===== src/rtl/core/sip_pkg.sv =====
package sip_pkg;

	// Fraction bits of the brightness scale
	localparam int GAIN_FRAC_BITS = 8;

	// Register indexes on the configuration port
	localparam logic [2:0] CFG_COMBINE_MODE = 3'd0;
	localparam logic [2:0] CFG_RED_WEIGHT   = 3'd1;
	localparam logic [2:0] CFG_GREEN_WEIGHT = 3'd2;
	localparam logic [2:0] CFG_BLUE_WEIGHT  = 3'd3;
	localparam logic [2:0] CFG_ALPHA_WEIGHT = 3'd4;
	localparam logic [2:0] CFG_BRIGHTNESS   = 3'd5;
	localparam logic [2:0] CFG_CONTRAST     = 3'd6;

	localparam logic MODE_AVG = 1'b0;
	localparam logic MODE_MAX = 1'b1;

	// floor(s / 3) == (s * 683) >> 11 for s below 1024
	localparam int DIV3_MUL   = 683;
	localparam int DIV3_SHIFT = 11;

	// Contrast curve: ((2c - 255) * gain + 255 * 256) >> 9
	localparam int CONTRAST_BIAS  = 255 * 256;
	localparam int CONTRAST_SHIFT = 9;

	typedef logic signed [23:0] term_t;
	typedef logic signed [25:0] psum_t;

	typedef struct packed {
		logic               mode;
		logic signed [15:0] w_red;
		logic signed [15:0] w_green;
		logic signed [15:0] w_blue;
		logic signed [15:0] w_alpha;
		logic [15:0]        scale;
		logic signed [15:0] gain;
	} cfg_t;

	typedef struct packed {
		logic [7:0] alpha;
		logic [7:0] blue;
		logic [7:0] green;
		logic [7:0] red;
	} pixel_t;

	typedef struct packed {
		psum_t      p;
		logic [2:0] n;
		logic [7:0] alpha;
	} comb_t;

	typedef struct packed {
		logic [7:0] c;
		logic [7:0] alpha;
	} inten_t;

	typedef struct packed {
		logic [7:0] alpha;
		logic [7:0] gray;
	} result_t;

endpackage


===== src/rtl/core/specular_intensity_pixel_top.sv =====
// Specular intensity pixel: RGBA in, weighted gray level plus the original
// alpha out.
// Input channel s_*: one pixel per item, tdata = red, green, blue, alpha
// from the lowest byte up. Output channel m_*: tdata = gray, alpha.
// Configuration: cfg_wen/cfg_index/cfg_wdata write one register per clock;
// index 0 combine mode, 1..4 red/green/blue/alpha weights, 5 brightness
// scale, 6 contrast gain; other indexes are ignored. Write only while the
// pipeline is empty.
// Throughput: one item per clock while the output is not stalled, through six
// register stages (products, combine, brightness multiply, divide and clamp,
// contrast multiply, clamp); m_tvalid is the valid bit of the last of them.
// Each stage holds its own valid bit and stalls only when it is full and the
// stage after it cannot take its item, so bubbles close up and s_tready stays
// high while any stage has room.
// Reset empties the pipeline and loads the default registers: average mode,
// unit weights on red, green and blue, zero alpha weight, unit brightness
// and unit contrast.
module specular_intensity_pixel_top #(
	parameter int WEIGHT_FRAC_BITS = 8
) (
	input  logic        clk,
	input  logic        arst_n,
	input  logic        s_tvalid,
	output logic        s_tready,
	input  logic [31:0] s_tdata,   // red_in, green_in, blue_in, alpha_in
	output logic        m_tvalid,
	input  logic        m_tready,
	output logic [15:0] m_tdata,   // gray_out, alpha_out
	input  logic        cfg_wen,
	input  logic [2:0]  cfg_index,
	input  logic [15:0] cfg_wdata
);

	sip_pkg::cfg_t    cfg_q;
	sip_pkg::comb_t   comb;
	sip_pkg::inten_t  inten;
	sip_pkg::result_t res;
	logic             comb_valid;
	logic             comb_ready;
	logic             inten_valid;
	logic             inten_ready;

	always_ff @(posedge clk or negedge arst_n) begin
		if (!arst_n) begin
			cfg_q.mode    <= sip_pkg::MODE_AVG;
			cfg_q.w_red   <= 16'sd256;
			cfg_q.w_green <= 16'sd256;
			cfg_q.w_blue  <= 16'sd256;
			cfg_q.w_alpha <= 16'sd0;
			cfg_q.scale   <= 16'd256;
			cfg_q.gain    <= 16'sd256;
		end else if (cfg_wen) begin
			unique case (cfg_index)
				sip_pkg::CFG_COMBINE_MODE: cfg_q.mode    <= cfg_wdata[0];
				sip_pkg::CFG_RED_WEIGHT:   cfg_q.w_red   <= cfg_wdata;
				sip_pkg::CFG_GREEN_WEIGHT: cfg_q.w_green <= cfg_wdata;
				sip_pkg::CFG_BLUE_WEIGHT:  cfg_q.w_blue  <= cfg_wdata;
				sip_pkg::CFG_ALPHA_WEIGHT: cfg_q.w_alpha <= cfg_wdata;
				sip_pkg::CFG_BRIGHTNESS:   cfg_q.scale   <= cfg_wdata;
				sip_pkg::CFG_CONTRAST:     cfg_q.gain    <= cfg_wdata;
				default: ;
			endcase
		end
	end

	sip_weigh u_weigh (
		.clk       (clk),
		.arst_n    (arst_n),
		.cfg       (cfg_q),
		.in_valid  (s_tvalid),
		.in_ready  (s_tready),
		.in_pix    (sip_pkg::pixel_t'(s_tdata)),
		.out_valid (comb_valid),
		.out_ready (comb_ready),
		.out_data  (comb)
	);

	sip_scale #(
		.WEIGHT_FRAC_BITS (WEIGHT_FRAC_BITS)
	) u_scale (
		.clk       (clk),
		.arst_n    (arst_n),
		.cfg       (cfg_q),
		.in_valid  (comb_valid),
		.in_ready  (comb_ready),
		.in_data   (comb),
		.out_valid (inten_valid),
		.out_ready (inten_ready),
		.out_data  (inten)
	);

	sip_contrast u_contrast (
		.clk       (clk),
		.arst_n    (arst_n),
		.cfg       (cfg_q),
		.in_valid  (inten_valid),
		.in_ready  (inten_ready),
		.in_data   (inten),
		.out_valid (m_tvalid),
		.out_ready (m_tready),
		.out_data  (res)
	);

	assign m_tdata = res;

	// an empty or draining output stage lets every stage advance
	a_ready_free: assert property (@(posedge clk) disable iff (!arst_n)
		(!m_tvalid || m_tready) |-> s_tready)
		else $error("input stalled with output free");

	a_ready_chain: assert property (@(posedge clk) disable iff (!arst_n)
		!inten_ready |-> (m_tvalid && !m_tready))
		else $error("middle stall without output stall");

endmodule


===== src/rtl/core/sip_weigh.sv =====
module sip_weigh (
	input  logic             clk,
	input  logic             arst_n,
	input  sip_pkg::cfg_t    cfg,
	input  logic             in_valid,
	output logic             in_ready,
	input  sip_pkg::pixel_t  in_pix,
	output logic             out_valid,
	input  logic             out_ready,
	output sip_pkg::comb_t   out_data
);

	logic               v_s1;
	sip_pkg::term_t     t_s1 [4];
	logic [2:0]         n_s1;
	logic [7:0]         alpha_s1;
	logic               v_s2;
	sip_pkg::comb_t     comb_s2;

	logic               ready_s1;
	logic               ready_s2;
	logic [7:0]         x [4];
	logic signed [15:0] w [4];
	logic signed [24:0] prod [4];
	logic [2:0]         nz;
	logic [2:0]         n_c;
	sip_pkg::psum_t     sum_c;
	sip_pkg::term_t     max_c;

	assign ready_s2 = !v_s2 || out_ready;
	assign ready_s1 = !v_s1 || ready_s2;
	assign in_ready = ready_s1;

	assign x[0] = in_pix.red;
	assign x[1] = in_pix.green;
	assign x[2] = in_pix.blue;
	assign x[3] = in_pix.alpha;
	assign w[0] = cfg.w_red;
	assign w[1] = cfg.w_green;
	assign w[2] = cfg.w_blue;
	assign w[3] = cfg.w_alpha;

	always_comb begin
		for (int i = 0; i < 4; i++) begin
			prod[i] = $signed({1'b0, x[i]}) * w[i];
		end
		nz = 3'($countones({w[0] != 16'sd0, w[1] != 16'sd0,
			w[2] != 16'sd0, w[3] != 16'sd0}));
		// max mode and all-zero weights both divide by one
		n_c = (cfg.mode == sip_pkg::MODE_MAX || nz == 3'd0) ? 3'd1 : nz;
	end

	always_comb begin
		sum_c = sip_pkg::psum_t'(t_s1[0]) + sip_pkg::psum_t'(t_s1[1])
			+ sip_pkg::psum_t'(t_s1[2]) + sip_pkg::psum_t'(t_s1[3]);
		max_c = t_s1[0];
		for (int i = 1; i < 4; i++) begin
			if (t_s1[i] > max_c) begin
				max_c = t_s1[i];
			end
		end
	end

	always_ff @(posedge clk or negedge arst_n) begin
		if (!arst_n) begin
			v_s1 <= 1'b0;
			v_s2 <= 1'b0;
		end else begin
			if (ready_s1) begin
				v_s1 <= in_valid;
			end
			if (ready_s2) begin
				v_s2 <= v_s1;
			end
		end
	end

	always_ff @(posedge clk) begin
		if (ready_s1 && in_valid) begin
			for (int i = 0; i < 4; i++) begin
				t_s1[i] <= prod[i][23:0];
			end
			n_s1     <= n_c;
			alpha_s1 <= in_pix.alpha;
		end
		if (ready_s2 && v_s1) begin
			comb_s2.p     <= (cfg.mode == sip_pkg::MODE_MAX) ?
				sip_pkg::psum_t'(max_c) : sum_c;
			comb_s2.n     <= n_s1;
			comb_s2.alpha <= alpha_s1;
		end
	end

	assign out_valid = v_s2;
	assign out_data  = comb_s2;

	a_n_range: assert property (@(posedge clk) disable iff (!arst_n)
		v_s2 |-> (comb_s2.n >= 3'd1 && comb_s2.n <= 3'd4))
		else $error("divisor out of range");

endmodule


===== src/rtl/core/sip_scale.sv =====
module sip_scale #(
	parameter int WEIGHT_FRAC_BITS = 8
) (
	input  logic            clk,
	input  logic            arst_n,
	input  sip_pkg::cfg_t   cfg,
	input  logic            in_valid,
	output logic            in_ready,
	input  sip_pkg::comb_t  in_data,
	output logic            out_valid,
	input  logic            out_ready,
	output sip_pkg::inten_t out_data
);

	localparam int SHIFT = WEIGHT_FRAC_BITS + sip_pkg::GAIN_FRAC_BITS;

	logic            v_s3;
	logic [40:0]     num_s3;
	logic [2:0]      n_s3;
	logic [7:0]      alpha_s3;
	logic            v_s4;
	sip_pkg::inten_t inten_s4;

	logic            ready_s3;
	logic            ready_s4;
	logic            pos;
	logic [40:0]     num_c;
	logic            ovf;
	logic [9:0]      s;
	logic [19:0]     s_by3;
	logic [9:0]      q;
	logic [7:0]      c_c;

	assign ready_s4 = !v_s4 || out_ready;
	assign ready_s3 = !v_s3 || ready_s4;
	assign in_ready = ready_s3;

	// negative or zero intensity clamps to zero
	assign pos   = in_data.p > sip_pkg::psum_t'(0);
	assign num_c = pos ? (in_data.p[24:0] * cfg.scale) : 41'd0;

	always_comb begin
		// beyond 1023 the quotient saturates for any divisor up to four
		ovf   = |(num_s3 >> (SHIFT + 10));
		s     = ovf ? 10'h3FF : num_s3[SHIFT +: 10];
		s_by3 = s * 10'(sip_pkg::DIV3_MUL);
		case (n_s3)
			3'd2:    q = {1'b0, s[9:1]};
			3'd3:    q = 10'(s_by3 >> sip_pkg::DIV3_SHIFT);
			3'd4:    q = {2'b00, s[9:2]};
			default: q = s;
		endcase
		c_c = (q > 10'd255) ? 8'hFF : q[7:0];
	end

	always_ff @(posedge clk or negedge arst_n) begin
		if (!arst_n) begin
			v_s3 <= 1'b0;
			v_s4 <= 1'b0;
		end else begin
			if (ready_s3) begin
				v_s3 <= in_valid;
			end
			if (ready_s4) begin
				v_s4 <= v_s3;
			end
		end
	end

	always_ff @(posedge clk) begin
		if (ready_s3 && in_valid) begin
			num_s3   <= num_c;
			n_s3     <= in_data.n;
			alpha_s3 <= in_data.alpha;
		end
		if (ready_s4 && v_s3) begin
			inten_s4.c     <= c_c;
			inten_s4.alpha <= alpha_s3;
		end
	end

	assign out_valid = v_s4;
	assign out_data  = inten_s4;

	a_nonpos_zero: assert property (@(posedge clk) disable iff (!arst_n)
		(in_valid && in_ready && !pos) |=> (num_s3 == 41'd0))
		else $error("non-positive intensity not cleared");

endmodule


===== src/rtl/core/sip_contrast.sv =====
module sip_contrast (
	input  logic             clk,
	input  logic             arst_n,
	input  sip_pkg::cfg_t    cfg,
	input  logic             in_valid,
	output logic             in_ready,
	input  sip_pkg::inten_t  in_data,
	output logic             out_valid,
	input  logic             out_ready,
	output sip_pkg::result_t out_data
);

	logic               v_s5;
	logic signed [25:0] prod_s5;
	logic [7:0]         alpha_s5;
	logic               v_s6;
	sip_pkg::result_t   res_s6;

	logic               ready_s5;
	logic               ready_s6;
	logic signed [9:0]  d;
	logic signed [26:0] acc;
	logic [17:0]        qv;
	logic [7:0]         gray_c;

	assign ready_s6 = !v_s6 || out_ready;
	assign ready_s5 = !v_s5 || ready_s6;
	assign in_ready = ready_s5;

	// offset from mid gray, doubled: 2c - 255
	assign d = $signed({1'b0, in_data.c, 1'b0}) - 10'sd255;

	always_comb begin
		acc = 27'(prod_s5) + 27'(sip_pkg::CONTRAST_BIAS);
		qv  = acc[26:sip_pkg::CONTRAST_SHIFT];
		if (acc < 27'sd0) begin
			gray_c = 8'd0;
		end else if (|qv[17:8]) begin
			gray_c = 8'hFF;
		end else begin
			gray_c = qv[7:0];
		end
	end

	always_ff @(posedge clk or negedge arst_n) begin
		if (!arst_n) begin
			v_s5 <= 1'b0;
			v_s6 <= 1'b0;
		end else begin
			if (ready_s5) begin
				v_s5 <= in_valid;
			end
			if (ready_s6) begin
				v_s6 <= v_s5;
			end
		end
	end

	always_ff @(posedge clk) begin
		if (ready_s5 && in_valid) begin
			prod_s5  <= d * cfg.gain;
			alpha_s5 <= in_data.alpha;
		end
		if (ready_s6 && v_s5) begin
			res_s6.gray  <= gray_c;
			res_s6.alpha <= alpha_s5;
		end
	end

	assign out_valid = v_s6;
	assign out_data  = res_s6;

endmodule

===== config.mk =====
export PLATFORM = sky130hd
export DESIGN_NAME = specular_intensity_pixel_top
export DESIGN_NICKNAME = d
export VERILOG_FILES = /design/src/rtl/core/sip_pkg.sv /design/src/rtl/core/specular_intensity_pixel_top.sv /design/src/rtl/core/sip_weigh.sv /design/src/rtl/core/sip_scale.sv /design/src/rtl/core/sip_contrast.sv
export SDC_FILE = /design/constraint.sdc
export NUM_CORES = 2
export LEC_CHECK = 0
export ABC_AREA = 1
export BUFFER_PORTS_ARGS = -buffer_cell sky130_fd_sc_hd__buf_2
export CELL_PAD_IN_SITES_DETAIL_PLACEMENT = 0
export CELL_PAD_IN_SITES_GLOBAL_PLACEMENT = 1
export CORE_MARGIN = 1.5
export CORE_UTILIZATION = 47
export CTS_BUF_LIST = sky130_fd_sc_hd__clkbuf_4 sky130_fd_sc_hd__clkbuf_8
export DETAILED_ROUTE_END_ITERATION = 8
export PLACE_DENSITY = 0.91
export SLEW_MARGIN = 20
export SYNTH_ARGS = -nofsm -noshare
export SYNTH_HDL_FRONTEND = slang
export SYNTH_SLANG_ARGS = --single-unit

===== constraint.sdc =====
create_clock -name clk -period 5.7 [get_ports clk]
set_input_delay 0.57 -clock clk [delete_from_list [all_inputs] [get_ports clk]]
set_output_delay 0.57 -clock clk [all_outputs]
set_load 0.05 [all_outputs]

Yosys cells after proc, flatten, opt, wreduce, memory -nomap -nowiden
Memories as Yosys holds them, arrays and structs flattened.
Index checks and enable logic that the tools add are counted.
{"block": "totals", "ff_bits": 269, "mem_bits_rw": 96, "in_bits": 56, "word_cells": 101, "memories": 1}
{"name": "u_weigh.t_s1", "words": 4, "width": 24, "read_ports": 4, "rd_clocked_by_memory_dff": 0, "write_ports": 4, "line": "sip_weigh.sv:14", "text": "sip_pkg::term_t t_s1 [4];"}
{"block": "classes", "n_addsub": 8, "mul": 7, "n_lt_le_gt_ge": 6, "n_eq_ne": 9, "mux": 9, "reduce_logical": 34}
{"operator": "9-bit by 16-bit multiplier with 24-bit output", "count": 4}
{"operator": "24-bit greater-than comparator", "count": 3}
{"operator": "24-bit two-way mux", "count": 3}
{"operator": "16-bit nonzero test", "count": 4}
{"operator": "25-bit by 16-bit multiplier with 41-bit output", "count": 1}
{"operator": "10-bit case mux with 3 select lines", "count": 1}
{"operator": "26-bit by 17-bit adder with 27-bit output (second input constant)", "count": 1}
{"operator": "27-bit by 1-bit < comparator with 1-bit output (second input constant)", "count": 1}
{"operator": "25-bit by 24-bit adder with 26-bit output", "count": 1}
{"operator": "26-bit by 24-bit adder with 26-bit output", "count": 1}
{"operator": "26-bit by 1-bit greater-than comparator with 1-bit output (second input constant)", "count": 1}
{"operator": "10-bit by 16-bit multiplier with 26-bit output", "count": 1}
{"operator": "26-bit two-way mux", "count": 1}
{"operator": "24-bit by 24-bit adder with 25-bit output", "count": 1}
{"operator": "10-bit by 10-bit multiplier with 20-bit output (second input constant)", "count": 1}
{"operator": "15-bit OR reduction", "count": 1}
{"operator": "2-bit AND reduction", "count": 7}
{"operator": "3-bit by 2-bit == test with 1-bit output (second input constant)", "count": 4}
{"operator": "3-bit == test (second input constant)", "count": 4}
{"operator": "10-bit by 8-bit greater-than comparator with 1-bit output (second input constant)", "count": 1}
{"operator": "10-bit two-way mux", "count": 1}
{"operator": "10-bit OR reduction", "count": 1}
{"operator": "9-bit by 8-bit subtractor with 10-bit output (second input constant)", "count": 1}
{"operator": "8-bit two-way mux", "count": 1}
{"operator": "8 further kinds", "count": 27}

Depth between registers and ports, before layout
{"block": "depth", "depth_word": 10, "depth_mapped": 51}

Hierarchy
A second synthesis with hierarchy kept.
{"block": "hier_totals", "hier_cells": 7015, "hier_area_um2": 57279.9}
{"module": "sip_weigh", "n_inst": 1, "cells_per_inst": 3378, "area_each_um2": 27980.6, "seq_area_each_um2": 4374.2}
{"module": "sip_scale", "n_inst": 1, "cells_per_inst": 2234, "area_each_um2": 17401.7, "seq_area_each_um2": 1611.5}
{"module": "sip_contrast", "n_inst": 1, "cells_per_inst": 974, "area_each_um2": 7977.7, "seq_area_each_um2": 1311.3}
{"module": "specular_intensity_pixel_top", "n_inst": 1, "cells_per_inst": 429, "area_each_um2": 3920.0, "seq_area_each_um2": 2433.6}

Least setup slack after synthesis
OpenSTA, ideal clock, no wires.
{"block": "synth_timing", "path_type": "register to register", "from": "memory u_weigh.t_s1[1][23] (netlist name)", "to": "register u_weigh.comb_s2 (netlist bit u_weigh.out_data[19]) (data pin)", "setup_ns": 0.256, "arrival_time_ns": 6.033, "path_slack_ns": -0.589, "path_stages_with_launch": 44, "cell_sequence": "edfxtp_1 > ha_1 > a21oi_1 > o21ai_1 > nor2_1 > nand4_1 > nand3_2 > clkbuf_1 > inv_1 > clkbuf_1 > o21ai_0 > inv_1 > ha_1 > nand2_1 > nor3_1 > nand2_1 > nor2_1 > nand2_1 > [8 not listed] > nand2_4 > and2_1 > ha_1 > nand2_1 > inv_1 > a221oi_1 > o211ai_1 > nand3_1 > o2111ai_1 > xor2_1 > a31oi_1 > inv_1 > clkbuf_8 > clkbuf_1 > nor2_1 > nor2_1 > nand2_1 > nand2_1"}
{"item": "start, declared", "line": "sip_weigh.sv:14"}
{"item": "end, declared", "line": "sip_weigh.sv:18", "text": "sip_pkg::comb_t comb_s2;"}

==> metrics.cfg <==
[route]
routed_wirelength_microns = 147000
first_pass_iters = 6
wl_per_cell_microns = 17.1
vias = 43765
vias_per_cell = 5.08
drt_drc_violations_left = 0
drt-initial-drc-count = 2982
postRouteAntennaNets = 0

[critical_path]
critical_path_cell_count = 41
start_kind = flip-flop
rrSetupSlack_ns = -0.28
crit_start = u_weigh.t_s1[1][21]$_DFFE_PP_
worstPathMaxFanout = 15
worstPathArrival_ns = 6.44
r2r_end = u_weigh.out_data[34]$_DFFE_PP_
cpPeakStageDelay_ns = 0.45
crit_type = flip-flop to flip-flop
critPathSlowestCell = edfxtp_1
rr_startpoint = u_weigh.t_s1[1][21]$_DFFE_PP_
worst-path-buf-inv = 10
ff2ff_path_depth = 41
end_kind = flip-flop
crit_required_ns = 6.17
cp-endpoint = u_weigh.out_data[34]$_DFFE_PP_
path_common_cell = nand2_1
cp_top_family = simple AND/OR/NAND/NOR gates

[cts]
clkTransAtPathRegs_ns = 0.06
clockBufferDepth = 3
cts-root-buf = clkbuf_8
cts_made_buffers = 60
cts_tree = built
clk_latency_ns = 0.74
h-tree-depth = 2
cts.sinks = 341

[timing]
timing.hold.ws_ns = 0.143
timing.final.ws_setup_ns = -0.277
hold_viol = 0
relSlewSlack_pct = 30.7
setup_violations = 44
period_share_pct = 105
max_freq_mhz = 167
period_minus_slack_ns = 5.98
slew_violations = 0
fin_worst_skew_ns = 0.0302
rsz0062_at_grt = true
tightest_slew_ns = 1.04

[yosys]
ys_ff_latch = 341
synth.distinct_cells = 58
synth_warnings = 0
syn_area_per_cell_sq_um = 8.42
syn_area_sq_um = 55500
syn-num-nets = 8086
seq_area_frac_synth_pct = 17.5
postSynthCellCount = 6586

[worst_hold_path]
hp-start = m_tready
hold_path.class = input pin to flip-flop

[layout]
area_growth_pct = 17.0
drive_gt1_share_pct = 17.5
final_common_cell = inv_1
mostFrequentLayoutCells = 1706 x inv_1, 1441 x nand2_1, 904 x fa_1
layout.nets = 8533

[placement]
dp_hpwl_microns = 118000
gp_congestion = 0.942
port_buffers = 73

[global_route]
grt_pass1_wl_microns = 237000
grt_max_degree = 75
antenna_found_initial = 19
grt_pass1_vias = 45569
grt_util_all_layers_pct = 24.7
grt-ovfl-total = 0

[die]
die_h_microns = 347
core_region_area_sq_um = 117000
row_count = 125
die_x_microns = 347
die_area_sq_um = 120000
io-pin-count = 74
initial_utilization_pct = 47.6

[run_status]
violations = negative setup slack
outcome = finished, violations left

[flow_run]
drv_cap = 0

## state kept, by name, summed over array words and instances (netlist names), 8 cells and up
signal and cells:
cfg_q 97, u_weigh.t_s1 96, u_weigh.out_data 37, u_scale.num_s3 25
u_contrast.prod_s5 18, u_contrast.out_data 16, u_scale.out_data 16, u_contrast.alpha_s5 8
u_scale.alpha_s3 8, u_weigh.alpha_s1 8
## routing by layer
metal	track usage (%)	wire (microns)	vias to the layer above
li1	-	-	20467
met1	32.3	60900	21642
met2	41.7	70600	1326
met3	4.14	10100	312
met4	8.23	5420	18
met5	0	106	-
## cell type report
class | instances | area [sq um]
Tap cell | 1524 | 1910
Sequential cell | 341 | 9740
Fill cell | 10249 | 51800
Timing Repair Buffer | 681 | 5530
Clock buffer | 81 | 1020
Timing Repair inverter | 1 | 6.26
Inverter | 1765 | 6640
Clock inverter | 32 | 304
Antenna cell | 11 | 27.5
Multi-Input combinational cell | 4183 | 39700
## worst min-delay path, delay by kind of cell
family	cells	cell delay [ns]
buffers and inverters	2	0.15
AND/OR/NAND/NOR	2	0.11
## kinds of logic (layout without fill, tap and decap cells)
| family | Yosys count | count (layout) | synth area share (%) |
|---|---|---|---|
| simple gates | 2013 | 2014 | 15.1 |
| xor+xnor | 144 | 144 | 2.27 |
| other cells | 0 | 11 | 0 |
| compound gates | 581 | 581 | 5.79 |
| fa+ha+maj | 1444 | 1444 | 45.1 |
| flops | 341 | 341 | 17.5 |
| buf+inv | 2063 | 2560 | 14.1 |
## timing repair
action | 4_1_cts | 5_1_grt
pin swaps | 125 | 198
hold buffers | 1 | 0
gates cloned | 3 | 3
endpoints found under the hold margin | 50 | 0
setup endpoints to repair | 54 | 59
gates resized for setup | 235 | 282
setup buffers | 58 | 74
## how the worst min path moves through the flow
stage	cells past startpoint	slack, ns	to
2_1_floorplan	0	0.27	cfg_q[0]$_DFFE_PN0P_
3_3_place_gp	0	0.40	u_scale.out_data[7]$_DFFE_PP_
3_5_place_dp	0	0.40	u_scale.n_s3[0]$_DFFE_PP_
4_1_cts	4	0.08	u_contrast.out_valid$_DFFE_PN0P_
5_1_grt	4	0.14	u_contrast.out_valid$_DFFE_PN0P_
6_report	4	0.14	u_contrast.out_valid$_DFFE_PN0P_
## synth_stat cells, drive strengths merged
library cell  number  area share (%)
a211oi             9            0.12
a21boi            10            0.14
a21o              15            0.20
a21oi            236             2.1
a221oi             9            0.14
a31oi             20            0.23
a41oi              2           0.032
and2              27            0.30
buf               33            0.33
clkbuf           262             1.8
clkinv             1          0.0068
dfrtp             98             4.4
dfstp              5            0.24
dlygate4sd3        3           0.054
edfxtp           238              13
fa               930              34
ha               514              12
inv             1764              12
nand2           1525              11
nand3            108             1.1
nand3b             4           0.061
nand4             52            0.59
nor2             195             1.3
nor3              27            0.24
nor3b              2           0.027
nor4              26            0.29
nor4b              1           0.016
o2111a             1           0.020
o2111ai            2           0.032
o211ai            10            0.14
o21a              11            0.15
o21ai            228             2.1
o21bai            11            0.15
o221a              1           0.020
o221ai             5           0.079
o31ai             10            0.14
o41ai              1           0.016
or2               45            0.51
or4                1           0.014
xnor2             56            0.88
xor2              88             1.4
## metrics by stage
step / setup WS, ns / cells / TNS [ns] / cell area [sq um] / utilization, %
after detailed placement: -0.402 / 8365 / -15.77 / 60400 / 51.8
after floorplan: 0.00368 / 6586 / 0 / 55700 / -
after CTS: -0.149 / 8540 / -3.31 / 63300 / 54.2
after global placement: -0.289 / 8365 / -10.90 / 60400 / 51.8
after global routing: -0.665 / 8611 / -22.50 / 64900 / 55.6
final: -0.277 / 8619 / -8.44 / 64900 / 55.6
Power is not shown: default switching activity piles up to over one toggle a cycle in this logic, so the estimate is an artifact.
